**src/hw/rtl/vsv_pkg.sv**
```systemverilog
`default_nettype none
// ----------------------------------------------------------------------------
// vsv_pkg
// Types, character codes and small lookup functions for the VIN validator.
// ----------------------------------------------------------------------------
package vsv_pkg;

    localparam logic [4:0] VIN_LEN      = 5'd17;
    localparam logic [4:0] CHECK_POS    = 5'd9;
    localparam logic [4:0] YEAR_POS     = 5'd10;
    localparam logic [4:0] SERIAL_FIRST = 5'd12;
    localparam logic [4:0] POS_SAT      = 5'd18;
    localparam logic [4:0] RUN_MAX      = 5'd31;
    localparam logic [3:0] MOD_BASE     = 4'd11;

    localparam logic [7:0] CH_0 = 8'h30;
    localparam logic [7:0] CH_1 = 8'h31;
    localparam logic [7:0] CH_9 = 8'h39;
    localparam logic [7:0] CH_A = 8'h41;
    localparam logic [7:0] CH_H = 8'h48;
    localparam logic [7:0] CH_I = 8'h49;
    localparam logic [7:0] CH_J = 8'h4A;
    localparam logic [7:0] CH_K = 8'h4B;
    localparam logic [7:0] CH_N = 8'h4E;
    localparam logic [7:0] CH_O = 8'h4F;
    localparam logic [7:0] CH_P = 8'h50;
    localparam logic [7:0] CH_Q = 8'h51;
    localparam logic [7:0] CH_R = 8'h52;
    localparam logic [7:0] CH_S = 8'h53;
    localparam logic [7:0] CH_U = 8'h55;
    localparam logic [7:0] CH_X = 8'h58;
    localparam logic [7:0] CH_Z = 8'h5A;

    // configuration register indexes
    localparam logic [1:0] REG_MAX_REPEAT = 2'd0;
    localparam logic [1:0] REG_MAX_STEP   = 2'd1;

    // fail reason codes
    localparam logic [2:0] RSN_NONE    = 3'd0;
    localparam logic [2:0] RSN_LENGTH  = 3'd1;
    localparam logic [2:0] RSN_CHAR    = 3'd2;
    localparam logic [2:0] RSN_CHECK   = 3'd3;
    localparam logic [2:0] RSN_REGION  = 3'd4;
    localparam logic [2:0] RSN_YEAR    = 3'd5;
    localparam logic [2:0] RSN_PATTERN = 3'd6;

    // Weighted sum is only ever needed mod 11, and never wraps, so the
    // residue alone is carried.
    typedef struct packed {
        logic [4:0] pos_count;
        logic [3:0] residue;
        logic [7:0] check_char;
        logic [7:0] prev_char;
        logic [4:0] repeat_run;
        logic [4:0] step_run;
        logic       char_error;
        logic       first_is_zero;
        logic       year_error;
        logic       serial_needs_digits;
        logic       serial_nondigit;
        logic       all_digits;
        logic       pattern_error;
    } scan_state_t;

    localparam scan_state_t SCAN_CLEAR = '{
        pos_count:           5'd0,
        residue:             4'd0,
        check_char:          8'd0,
        prev_char:           8'd0,
        repeat_run:          5'd1,
        step_run:            5'd0,
        char_error:          1'b0,
        first_is_zero:       1'b0,
        year_error:          1'b0,
        serial_needs_digits: 1'b0,
        serial_nondigit:     1'b0,
        all_digits:          1'b1,
        pattern_error:       1'b0
    };

    function automatic logic is_digit(input logic [7:0] c);
        return c inside {[CH_0:CH_9]};
    endfunction

    function automatic logic is_vin_char(input logic [7:0] c);
        logic upper;
        upper = c inside {[CH_A:CH_Z]};
        return is_digit(c) || (upper && c != CH_I && c != CH_O && c != CH_Q);
    endfunction

    function automatic logic is_year_code(input logic [7:0] c);
        logic digit_ok;
        logic letter_ok;
        digit_ok  = c inside {[CH_1:CH_9]};
        letter_ok = is_vin_char(c) && !is_digit(c) && c != CH_U && c != CH_Z;
        return digit_ok || letter_ok;
    endfunction

    function automatic logic [3:0] translit(input logic [7:0] c);
        logic [3:0] v;
        v = 4'd0;
        if (is_digit(c)) begin
            v = 4'(c - CH_0);
        end else if (c inside {[CH_A:CH_H]}) begin
            v = 4'(c - CH_A + 8'd1);
        end else if (c == CH_J) begin
            v = 4'd1;
        end else if (c inside {[CH_K:CH_N]}) begin
            v = 4'(c - CH_K + 8'd2);
        end else if (c == CH_P) begin
            v = 4'd7;
        end else if (c == CH_R) begin
            v = 4'd9;
        end else if (c inside {[CH_S:CH_Z]}) begin
            v = 4'(c - CH_S + 8'd2);
        end
        return v;
    endfunction

    function automatic logic [3:0] weight_of(input logic [4:0] pos);
        logic [3:0] w;
        case (pos)
            5'd1:    w = 4'd8;
            5'd2:    w = 4'd7;
            5'd3:    w = 4'd6;
            5'd4:    w = 4'd5;
            5'd5:    w = 4'd4;
            5'd6:    w = 4'd3;
            5'd7:    w = 4'd2;
            5'd8:    w = 4'd10;
            5'd10:   w = 4'd9;
            5'd11:   w = 4'd8;
            5'd12:   w = 4'd7;
            5'd13:   w = 4'd6;
            5'd14:   w = 4'd5;
            5'd15:   w = 4'd4;
            5'd16:   w = 4'd3;
            5'd17:   w = 4'd2;
            default: w = 4'd0;
        endcase
        return w;
    endfunction

    // x mod 11 for x < 128: reciprocal estimate (93/1024) is at most one low
    function automatic logic [3:0] mod11(input logic [6:0] x);
        logic [13:0] p;
        logic [3:0]  q;
        logic [6:0]  r;
        p = 14'(x) * 14'd93;
        q = p[13:10];
        r = 7'(x - 7'(q) * 7'(MOD_BASE));
        if (r >= 7'(MOD_BASE)) begin
            r = 7'(r - 7'(MOD_BASE));
        end
        return r[3:0];
    endfunction

endpackage
`default_nettype wire

```
**src/hw/rtl/vin_stream_validator.sv**
```systemverilog
`default_nettype none
// ----------------------------------------------------------------------------
// vin_stream_validator
// Streaming VIN check: one byte per transaction in, one verdict per candidate.
//
// Input channel s_*: one byte of the candidate per transaction, s_is_last
// set on its final byte. Output channel m_*: one transaction per candidate,
// issued for the last byte only, with m_vin_valid and m_fail_reason.
// Config channel cfg_*: index 0 max_repeat_run, index 1 max_step_pairs;
// other indexes are ignored. cfg_ready is always high; write only when idle.
// The last byte is taken into the input register, then passes the scan and
// verdict logic into the output register, which presents the verdict.
// Throughput: one byte per cycle while the verdict channel is not stalled.
// A stalled m_ready holds the verdict; s_ready then drops once the input
// register is also occupied, and the pipe resumes without loss.
// Reset clears all candidate state and loads the register defaults (4, 5).
// Candidate state is cleared after each verdict.
// ----------------------------------------------------------------------------
module vin_stream_validator (
    input  wire logic       aclk,
    input  wire logic       aresetn,
    input  wire logic       s_valid,
    output logic            s_ready,
    input  wire logic [7:0] s_char_code,
    input  wire logic       s_is_last,
    output logic            m_valid,
    input  wire logic       m_ready,
    output logic            m_vin_valid,
    output logic [2:0]      m_fail_reason,
    input  wire logic       cfg_valid,
    output logic            cfg_ready,
    input  wire logic [1:0] cfg_index,
    input  wire logic [4:0] cfg_data
);
    import vsv_pkg::*;

    logic        in_valid_reg;
    logic [7:0]  in_char_reg;
    logic        in_last_reg;
    logic        m_valid_reg;
    logic        m_vin_valid_reg;
    logic [2:0]  m_fail_reason_reg;
    logic [4:0]  max_repeat_reg;
    logic [4:0]  max_step_reg;
    logic        advance;
    logic        verdict_valid;
    logic [2:0]  verdict_reason;
    scan_state_t state_upd;

    assign advance   = !m_valid_reg || m_ready;
    assign s_ready   = !in_valid_reg || advance;
    assign cfg_ready = 1'b1;

    always_ff @(posedge aclk) begin
        if (!aresetn) begin
            max_repeat_reg <= 5'd4;
            max_step_reg   <= 5'd5;
        end else if (cfg_valid) begin
            if (cfg_index == REG_MAX_REPEAT) begin
                max_repeat_reg <= cfg_data;
            end else if (cfg_index == REG_MAX_STEP) begin
                max_step_reg <= cfg_data;
            end
        end
    end

    always_ff @(posedge aclk) begin
        if (!aresetn) begin
            in_valid_reg <= 1'b0;
        end else if (s_ready) begin
            in_valid_reg <= s_valid;
        end
    end

    always_ff @(posedge aclk) begin
        if (s_valid && s_ready) begin
            in_char_reg <= s_char_code;
            in_last_reg <= s_is_last;
        end
    end

    vsv_scan u_scan (
        .aclk           (aclk),
        .aresetn        (aresetn),
        .step_en        (in_valid_reg && advance),
        .char_code      (in_char_reg),
        .is_last        (in_last_reg),
        .max_repeat_run (max_repeat_reg),
        .max_step_pairs (max_step_reg),
        .state_upd      (state_upd)
    );

    vsv_verdict u_verdict (
        .state_upd   (state_upd),
        .vin_valid   (verdict_valid),
        .fail_reason (verdict_reason)
    );

    always_ff @(posedge aclk) begin
        if (!aresetn) begin
            m_valid_reg <= 1'b0;
        end else if (advance) begin
            m_valid_reg <= in_valid_reg && in_last_reg;
        end
    end

    always_ff @(posedge aclk) begin
        if (advance && in_valid_reg && in_last_reg) begin
            m_vin_valid_reg   <= verdict_valid;
            m_fail_reason_reg <= verdict_reason;
        end
    end

    assign m_valid       = m_valid_reg;
    assign m_vin_valid   = m_vin_valid_reg;
    assign m_fail_reason = m_fail_reason_reg;

endmodule
`default_nettype wire

```
**src/hw/rtl/vsv_scan.sv**
```systemverilog
`default_nettype none
// ----------------------------------------------------------------------------
// vsv_scan
// Per-byte scanner: holds the running candidate state and updates it.
// ----------------------------------------------------------------------------
module vsv_scan (
    input  wire logic                 aclk,
    input  wire logic                 aresetn,
    input  wire logic                 step_en,
    input  wire logic [7:0]           char_code,
    input  wire logic                 is_last,
    input  wire logic [4:0]           max_repeat_run,
    input  wire logic [4:0]           max_step_pairs,
    output vsv_pkg::scan_state_t      state_upd
);
    import vsv_pkg::*;

    scan_state_t state_reg;
    scan_state_t state_next;
    logic [4:0]  pos;
    logic [6:0]  prod;
    logic [4:0]  rep_inc;
    logic [4:0]  step_inc;
    logic        step_pair;

    assign pos = (state_reg.pos_count < POS_SAT) ? 5'(state_reg.pos_count + 5'd1)
                                                 : state_reg.pos_count;
    assign prod     = 7'(translit(char_code) * weight_of(pos));
    assign rep_inc  = (state_reg.repeat_run < RUN_MAX) ? 5'(state_reg.repeat_run + 5'd1)
                                                       : state_reg.repeat_run;
    assign step_inc = (state_reg.step_run < RUN_MAX) ? 5'(state_reg.step_run + 5'd1)
                                                     : state_reg.step_run;
    // compared one bit wider so 0x00 and 0xFF do not count as a step
    assign step_pair = ({1'b0, char_code} == 9'({1'b0, state_reg.prev_char} + 9'd1))
                    || ({1'b0, state_reg.prev_char} == 9'({1'b0, char_code} + 9'd1));

    always_comb begin
        state_upd           = state_reg;
        state_upd.pos_count = pos;
        if (pos <= VIN_LEN) begin
            if (!is_vin_char(char_code)) begin
                state_upd.char_error = 1'b1;
            end
            if (pos != CHECK_POS) begin
                state_upd.residue = mod11(7'(state_reg.residue) + prod);
            end else begin
                state_upd.check_char = char_code;
            end
            if (pos == 5'd1 && char_code == CH_0) begin
                state_upd.first_is_zero = 1'b1;
            end
            if (pos == YEAR_POS) begin
                if (!is_year_code(char_code)) begin
                    state_upd.year_error = 1'b1;
                end
                state_upd.serial_needs_digits = char_code inside {[CH_1:CH_9]};
            end
            if (pos >= SERIAL_FIRST && !is_digit(char_code)) begin
                state_upd.serial_nondigit = 1'b1;
            end
            if (!is_digit(char_code)) begin
                state_upd.all_digits = 1'b0;
            end
            if (pos >= 5'd2) begin
                if (char_code == state_reg.prev_char) begin
                    state_upd.repeat_run = rep_inc;
                    if (rep_inc > max_repeat_run) begin
                        state_upd.pattern_error = 1'b1;
                    end
                end else begin
                    state_upd.repeat_run = 5'd1;
                end
                if (step_pair) begin
                    state_upd.step_run = step_inc;
                    if (step_inc > max_step_pairs) begin
                        state_upd.pattern_error = 1'b1;
                    end
                end else begin
                    state_upd.step_run = 5'd0;
                end
            end
            state_upd.prev_char = char_code;
        end
    end

    assign state_next = is_last ? SCAN_CLEAR : state_upd;

    always_ff @(posedge aclk) begin
        if (!aresetn) begin
            state_reg <= SCAN_CLEAR;
        end else if (step_en) begin
            state_reg <= state_next;
        end
    end

endmodule
`default_nettype wire

```
**src/hw/rtl/vsv_verdict.sv**
```systemverilog
`default_nettype none
// ----------------------------------------------------------------------------
// vsv_verdict
// Priority encoder of the final checks on the updated candidate state.
// ----------------------------------------------------------------------------
module vsv_verdict (
    input  wire vsv_pkg::scan_state_t state_upd,
    output logic                      vin_valid,
    output logic [2:0]                fail_reason
);
    import vsv_pkg::*;

    logic [7:0] expect_char;

    assign expect_char = (state_upd.residue == 4'd10) ? CH_X
                                                      : 8'(CH_0 + 8'(state_upd.residue));

    always_comb begin
        if (state_upd.pos_count != VIN_LEN) begin
            fail_reason = RSN_LENGTH;
        end else if (state_upd.char_error) begin
            fail_reason = RSN_CHAR;
        end else if (state_upd.check_char != expect_char) begin
            fail_reason = RSN_CHECK;
        end else if (state_upd.first_is_zero) begin
            fail_reason = RSN_REGION;
        end else if (state_upd.year_error
                     || (state_upd.serial_needs_digits && state_upd.serial_nondigit)) begin
            fail_reason = RSN_YEAR;
        end else if (state_upd.all_digits || state_upd.pattern_error) begin
            fail_reason = RSN_PATTERN;
        end else begin
            fail_reason = RSN_NONE;
        end
    end

    assign vin_valid = (fail_reason == RSN_NONE);

endmodule
`default_nettype wire

```
**config.mk**
```make
export PLATFORM = sky130hd
export DESIGN_NAME = vin_stream_validator
export DESIGN_NICKNAME = d
export VERILOG_FILES = /design/src/hw/rtl/vsv_pkg.sv /design/src/hw/rtl/vin_stream_validator.sv /design/src/hw/rtl/vsv_scan.sv /design/src/hw/rtl/vsv_verdict.sv
export SDC_FILE = /design/constraint.sdc
export NUM_CORES = 1
export LEC_CHECK = 0
export BUFFER_PORTS_ARGS = -buffer_cell sky130_fd_sc_hd__buf_4
export CAP_MARGIN = 10
export CORE_AREA = 2 2 93 161
export DETAILED_ROUTE_END_ITERATION = 10
export DIE_AREA = 0 0 95 163
export PLACE_DENSITY_LB_ADDON = 0.2
export SETUP_SLACK_MARGIN = 0.05
export SLEW_MARGIN = 0
export SYNTH_ARGS = -nofsm -noshare
export SYNTH_HDL_FRONTEND = slang
export SYNTH_SLANG_ARGS = --single-unit
```
**constraint.sdc**
```tcl
create_clock -name aclk -period 15 [get_ports aclk]
set_input_delay 3 -clock aclk [delete_from_list [all_inputs] [get_ports aclk]]
set_output_delay 3 -clock aclk [all_outputs]
set_load 0.02 [all_outputs]
```
# Yosys cells after proc, flatten, opt, wreduce, memory -nomap -nowiden

Memory sizes are Yosys's and may differ from the RTL's.
Cells that the tools add are included.

Equal/unequal tests: 19
Add/sub/neg operators: 16
Multiply operators: 3
Multiplexer cells: 36
Bitwise gates (word level): 1
Order comparisons: 18
Reduce and logical (&&, ||, !) cells: 37

Operator list:

| kind                                                 | count |
|---|---|
| two-way mux 42 bit                                   | 1 |
| != test 8 x 7 -> 1 bit (second input constant)       | 5 |
| two-way mux 37 bit                                   | 1 |
| two-way mux 4 bit                                    | 9 |
| two-way mux 5 bit                                    | 5 |
| == test 8 x 7 -> 1 bit (second input constant)       | 3 |
| >= comparator 8 x 7 -> 1 bit (second input constant) | 3 |
| <= comparator 8 x 7 -> 1 bit (second input constant) | 3 |
| logical AND 1 bit                                    | 19 |
| adder 8 x 1 -> 9 bit (second input constant)         | 2 |
| == test 8 x 9 -> 1 bit                               | 2 |
| two-way mux 3 bit                                    | 6 |
| >= comparator 8 x 6 -> 1 bit (second input constant) | 2 |
| two-way mux 8 bit                                    | 2 |
| adder 5 x 1 -> 5 bit (second input constant)         | 3 |
| < comparator 5 bit (second input constant)           | 3 |
| multiplier 7 x 7 -> 14 bit (second input constant)   | 1 |
| > comparator 5 bit                                   | 2 |
| two-way mux 1 bit                                    | 10 |
| two-way mux 10 bit                                   | 1 |
| adder 4 x 2 -> 4 bit (second input constant)         | 2 |
| == test 8 x 6 -> 1 bit (second input constant)       | 1 |
| == test 8 bit                                        | 1 |
| <= comparator 8 x 6 -> 1 bit (second input constant) | 1 |
| other kinds (29)                                     | 42 |

Input bits: 21
Register bits: 67
Output and inout port bits: 7
Memories: 1
Word-level logic and storage cells: 152
Memory bits (read-only): 128

Memories:

| memory          | words | bits a word | read ports | clocked after memory_dff | write ports | RTL line       | source |
|---|---|---|---|---|---|---|---|
| (no name shown) | 32    | 4           | 1          | 0                        | 0           | vsv_pkg.sv:122 | `case (pos)` |

# Longest topological paths before layout

Depth in word-level cells: 26
Mapped depth: 50
Mapped depth without buffers: 47

# Hierarchy

A second synthesis with hierarchy kept.

Cell total of the unflattened synthesis: 813
Area total of the unflattened synthesis: 6984.2 µm²

By module, submodules not included:

| module               | seq. area each (µm²) | times used | cells an instance | area an instance (µm²) |
|---|---|---|---|---|
| vsv_scan             | 840.8                | 1          | 721               | 5854.4 |
| vin_stream_validator | 630.6                | 1          | 65                | 900.9 |
| vsv_verdict          | 0.0                  | 1          | 27                | 229.0 |

# Least setup slack after synthesis

OpenSTA, ideal clock, no wires.

Path type: register to register
Start point: reg in_char_reg[1]
End point: reg m_fail_reason_reg[1] (netlist: m_fail_reason[1]) (data pin)
Buffers on the path: 3
Clock period less this slack: 12.149 ns
Arrival time: 11.890 ns
Library setup time: 0.259 ns
Path slack: 2.851 ns
Required time: 14.741 ns
Stages on the path, launching flop included: 48
Cells stage by stage: edfxtp_1 -> buf_2 -> inv_1 -> ha_1 -> or4b_4 -> o211ai_2 -> and3_1 -> nand2_1 -> o32ai_1 -> or2_2 -> fa_1 -> fa_1 -> fa_1 -> inv_1 -> ha_1 -> o21ai_0 -> o21bai_1 -> a21oi_1 -> [12 not listed] -> o21ai_0 -> a211oi_1 -> ha_1 -> fa_1 -> inv_1 -> fa_1 -> a21o_1 -> a21o_1 -> a2111oi_0 -> nor3_1 -> xor2_1 -> or3_1 -> buf_2 -> and3_4 -> a221oi_1 -> xnor2_1 -> nand4_1 -> o31a_1

Cells in the longest elaborated chain, start to end: 24
Elaborated cells between the ends (all ways): 88
Those cells by class: add/sub: 12; mul: 3; order compare: 10; eq/ne: 14; mux: 28; reduce/logical: 21

Ends and longest elaborated chain:

| element                                                          | RTL line                             | source |
|---|---|---|
| from (decl)                                                      | vin_stream_validator.sv:38           | `logic [7:0] in_char_reg;` |
| from (signal assigned)                                           | vin_stream_validator.sv:77           | `in_char_reg <= s_char_code;` |
| subtractor 4 x 2 -> 4 bit (tied with other cells)                | vsv_pkg.sv:115                       | `v = 4'(c - CH_S + 8'd2);` |
| adder 4 x 2 -> 4 bit / logical AND 1 bit (equally long branches) | vsv_pkg.sv:115, vsv_pkg.sv:114       |  |
| two-way mux 4 bit                                                | vsv_pkg.sv:114                       | `end else if (c inside {[CH_S:CH_Z]}) begin` |
| two-way mux 4 bit                                                | vsv_pkg.sv:112                       | `end else if (c == CH_R) begin` |
| two-way mux 4 bit                                                | vsv_pkg.sv:110                       | `end else if (c == CH_P) begin` |
| two-way mux 4 bit                                                | vsv_pkg.sv:108                       | `end else if (c inside {[CH_K:CH_N]}) begin` |
| two-way mux 4 bit                                                | vsv_pkg.sv:106                       | `end else if (c == CH_J) begin` |
| two-way mux 4 bit                                                | vsv_pkg.sv:104                       | `end else if (c inside {[CH_A:CH_H]}) begin` |
| [9 not listed]                                                   | --                                   |  |
| two-way mux 37 bit *                                             | vsv_scan.sv:40                       | `if (pos <= VIN_LEN) begin` |
| adder 6 x 4 -> 7 bit / == test 4 bit (equally long branches)     | vsv_verdict.sv:16, vsv_verdict.sv:15 |  |
| two-way mux 8 bit                                                | vsv_verdict.sv:15                    | `assign expect_char = (state_upd.residue == 4'd10) ? CH_X` |
| != test 8 bit                                                    | vsv_verdict.sv:23                    | `end else if (state_upd.check_char != expect_char) begin` |
| two-way mux 3 bit                                                | vsv_verdict.sv:23                    |  |
| two-way mux 3 bit *                                              | vsv_verdict.sv:21                    | `end else if (state_upd.char_error) begin` |
| two-way mux 3 bit *                                              | vsv_verdict.sv:19                    | `if (state_upd.pos_count != VIN_LEN) begin` |
| named net u_verdict.fail_reason[1]                               | vsv_verdict.sv:9                     | `output logic [2:0] fail_reason` |
| to (signal assigned)                                             | vin_stream_validator.sv:110          | `m_fail_reason_reg <= verdict_reason;` |
| to (decl)                                                        | vin_stream_validator.sv:42           | `logic [2:0] m_fail_reason_reg;` |

Mark *: on every way through the listed nets, which the timed path passes. The rest lies on a longest branch. The select of a mux whose other input is x is not followed.
A chain may end at the register's enable or synchronous reset.

# Worst setup path after layout

Ends and elaborated chain as after synthesis.

==> metrics.md <==
| Metric | Value |
|---|---|
| Status | completed |
| Hold endpoint | u_scan.state_reg[1] |
| Rel. slew slack | 32.8% |
| Io pins | 28 |
| Die area | 15500 µm² |
| DP Cell Count | 991 |
| Achievable clock frequency | 0.0743 GHz |
| Initial Util | 47.6% |
| RR Startpoint | in_char_reg[1] |
| H-tree levels | 3 |
| DR WL/cell | 17.1 µm |
| Async S/R FF share, synth | 0% |
| Met2 wire len | 9470 µm |
| Post-synthesis register bit count | 67 |
| N_diodes | 0 |
| Vias/cell | 5.86 |
| Post-Syn Area per Cell | 8.31 µm² |
| Cell Area, Synth | 6810 µm² |
| Unrepaired setup endpoints after global routing | false |
| Clk_lat worst skew | 0.34 ns |
| Synth Instances | 819 |
| Dpl hpwl | 13700 µm |
| Routed WL | 17200 µm |
| Share of post-route cells with drive strength above 1 | 7.62% |
| Peak supply drop | 0.0663 mV |
| DR top layer | met4 |
| Crit Reg-Reg Endpoint | m_fail_reason[1] |
| Hold Crit Start | u_scan.state_reg[1] |
| CP max stage cell | edfxtp_1 |
| Fillers | 1375 |
| GRT Overall Usage | 23.1% |
| Critical Path Sink Type | register |
| Max Buffers Root-to-Sink | 2 |
| CTS tree | done |
| Inserted Clock Buffers | 9 |
| DR vias | 5899 |
| Max Cap Viol | 0 |
| Max FFs per register | 42 |
| First-pass GRT wire length | 28100 µm |
| Final-stage net count | 948 |
| Commonest non-fill, non-tap cell in the layout | ha_1 |
| P_leak | 3.29 nW |
| Detail Route Antenna Nets | 0 |
| Hold Crit Depth | 2 |
| M1 WL | 6270 µm |
| Largest stage delay, worst path | 0.66 ns |
| Worst setup SP type | register |
| Pre-Repair DR Iteration Count | 5 |
| Total gr overflow | 0 |
| CTS resizes | 0 |
| Number of flops mapped to enable cells by yosys | 13 |
| Final period util | 89.8% |
| Most frequent cells in the layout | ha_1 (84), inv_1 (76), nor2_1 (58), dfxtp_1 (54), nand2_1 (50) |
| CTS Root Cell | clkbuf_16 |
| Port bufs | 26 |
| Core Box Area | 14300 µm² |
| Crit-path max FO | 13 |
| Worst Tran Pin Value | 1.00 ns |
| Die Y | 163 µm |
| Initial antenna violation count | 0 |
| DRT iter0 DRCs | 282 |
| Vias in the first global route | 5963 |
| Crit path DAT | 13.55 ns |
| R2R depth | 44 |
| Sum Neg Setup Slack | 0 ns |
| Synth-to-Final Area Change | 8.22% |
| Cts hold-fix bufs | 0 |
| Crit path kind | register to register |
| Worst Skew | 0.0110 ns |
| Syn nets | 945 |
| Ys flop type | dfxtp_1 |
| CTS sink cnt | 67 |
| Worst Path Required | 15.09 ns |
| Clock-pin slew on the worst setup and hold paths | 0.06 ns |
| Final setup fails | 0 |
| Drt drc | 0 |
| Netlist cell types | 83 |
| Reg2Reg Setup Slack | 1.54 ns |
| Post-CTS Setup Bufs | 0 |
| Routed wire length on met3 | 377 µm |
| Site row count | 58 |
| Cell mode on critical path | fa_1 |
| Pwr dens | 92.5 nW/µm² |
| HP Class | register to register |
| Largest net degree at the start of global routing | 49 |
| Cell Count, Final, Fillers Out | 1007 |
| Final Hold Fails | 0 |
| Final Wtd Congestion | 0.925 |
| DIE WIDTH | 95 µm |
| Seq/Total Area, Yosys | 21.6% |
| Synth warn | 0 |
| Fin. max-slew vios | 0 |
| Final min period | 13.46 ns |
stage by stage:
| step | setup WS (ns) | total power [mW] | util (%) | area [µm²] | hold slack, ns |
|---|---|---|---|---|---|
| 3_3_place_gp | 2.14 | 0.465 | 49.5 | 7070 | 0.450 |
| 2_1_floorplan | 2.85 | 0.417 | - | 6810 | 0.440 |
| 4_1_cts | 1.57 | 0.684 | 51.5 | 7360 | 0.469 |
| 5_1_grt | 0.616 | 0.729 | 51.5 | 7360 | 0.502 |
| 3_5_place_dp | 1.63 | 0.474 | 49.5 | 7070 | 0.455 |
| 6_report | 1.54 | 0.682 | 51.5 | 7360 | 0.472 |
worst max-delay path: cells and delay by family (launching register included):
kind | cells | cell delay, ns
AND/OR/NAND/NOR | 10 | 2.53
XOR/XNOR | 4 | 0.78
AO/OA/AOI/OAI | 15 | 3.83
adder cells (fa/ha/maj) | 12 | 5.08
flip-flops | 1 | 0.66
buffers and inverters | 3 | 0.33
worst max path at each step:
stage | end | slack (ns) | depth (start not counted) | from
6_report | m_fail_reason[1] | 1.54 | 44 | in_char_reg[1]
5_1_grt | m_fail_reason[1] | 0.62 | 44 | in_char_reg[1]
3_3_place_gp | m_fail_reason[1] | 2.14 | 44 | in_char_reg[1]
3_5_place_dp | m_fail_reason[1] | 1.63 | 44 | in_char_reg[1]
4_1_cts | m_fail_reason[1] | 1.57 | 44 | in_char_reg[1]
2_1_floorplan | m_fail_reason[1] | 2.85 | 47 | in_char_reg[1]
where the power goes:
| group | internal (mW) | switching (mW) |
|---|---|---|
| Combinational | 0.113 | 0.161 |
| Clock | 0.126 | 0.0819 |
| Sequential | 0.189 | 0.0106 |
routing by layer:
metal  GRT usage, %  vias to the layer above
met4           15.2                        0
met5              0                        -
met3           2.13                       51
li1               -                     2925
met1           22.5                     2808
met2           44.4                      115
cell type report:
cell class / instances / area (µm²) / share of cell area (%)
Multi-Input combinational cell: 641 / 4890 / 66.4
Timing Repair Buffer: 27 / 203 / 2.75
Clock inverter: 4 / 22.5 / 0.306
Tap cell: 180 / 225 / 3.06
Inverter: 76 / 285 / 3.87
Clock buffer: 12 / 268 / 3.64
Sequential cell: 67 / 1470 / 20.0
Yosys cell counts, types with 4 or more instances:
cell type | number | share of area [%]
a211oi_1 | 5 | 0.55
a21boi_0 | 9 | 0.99
a21o_1 | 11 | 1.2
a21oi_1 | 44 | 3.2
a22oi_1 | 22 | 2.4
a31oi_1 | 6 | 0.55
and2_1 | 20 | 1.8
and3_1 | 6 | 0.55
buf_2 | 10 | 0.74
clkbuf_1 | 19 | 1.0
dfxtp_1 | 54 | 16
edfxtp_1 | 13 | 5.7
fa_1 | 21 | 6.2
ha_1 | 84 | 15
inv_1 | 76 | 4.2
mux2i_1 | 11 | 1.6
nand2_1 | 50 | 2.8
nand2b_1 | 10 | 0.92
nand3_1 | 21 | 1.5
nand3b_1 | 4 | 0.44
nand4_1 | 9 | 0.83
nor2_1 | 58 | 3.2
nor2b_1 | 39 | 3.6
nor3_1 | 13 | 0.96
o211a_1 | 6 | 0.88
o21a_1 | 4 | 0.44
o21ai_0 | 37 | 2.7
o22ai_1 | 5 | 0.46
o31ai_1 | 8 | 0.88
or2_2 | 8 | 0.74
or3_1 | 11 | 1.0
xnor2_1 | 28 | 3.6
xor2_1 | 13 | 1.7
cell families (layout without fill, tap and decap cells):
| group | Yosys count | after routing | share of synthesized area (%) |
|---|---|---|---|
| xor+xnor | 41 | 41 | 5.28 |
| simple gates | 276 | 276 | 22.3 |
| other cells | 1 | 1 | 0.0551 |
| compound gates | 207 | 207 | 21.0 |
| buf+inv | 111 | 119 | 6.53 |
| fa+ha+maj | 105 | 105 | 21.6 |
| mux | 11 | 11 | 1.62 |
| flops | 67 | 67 | 21.6 |
Power figures use the tool's default switching activity.
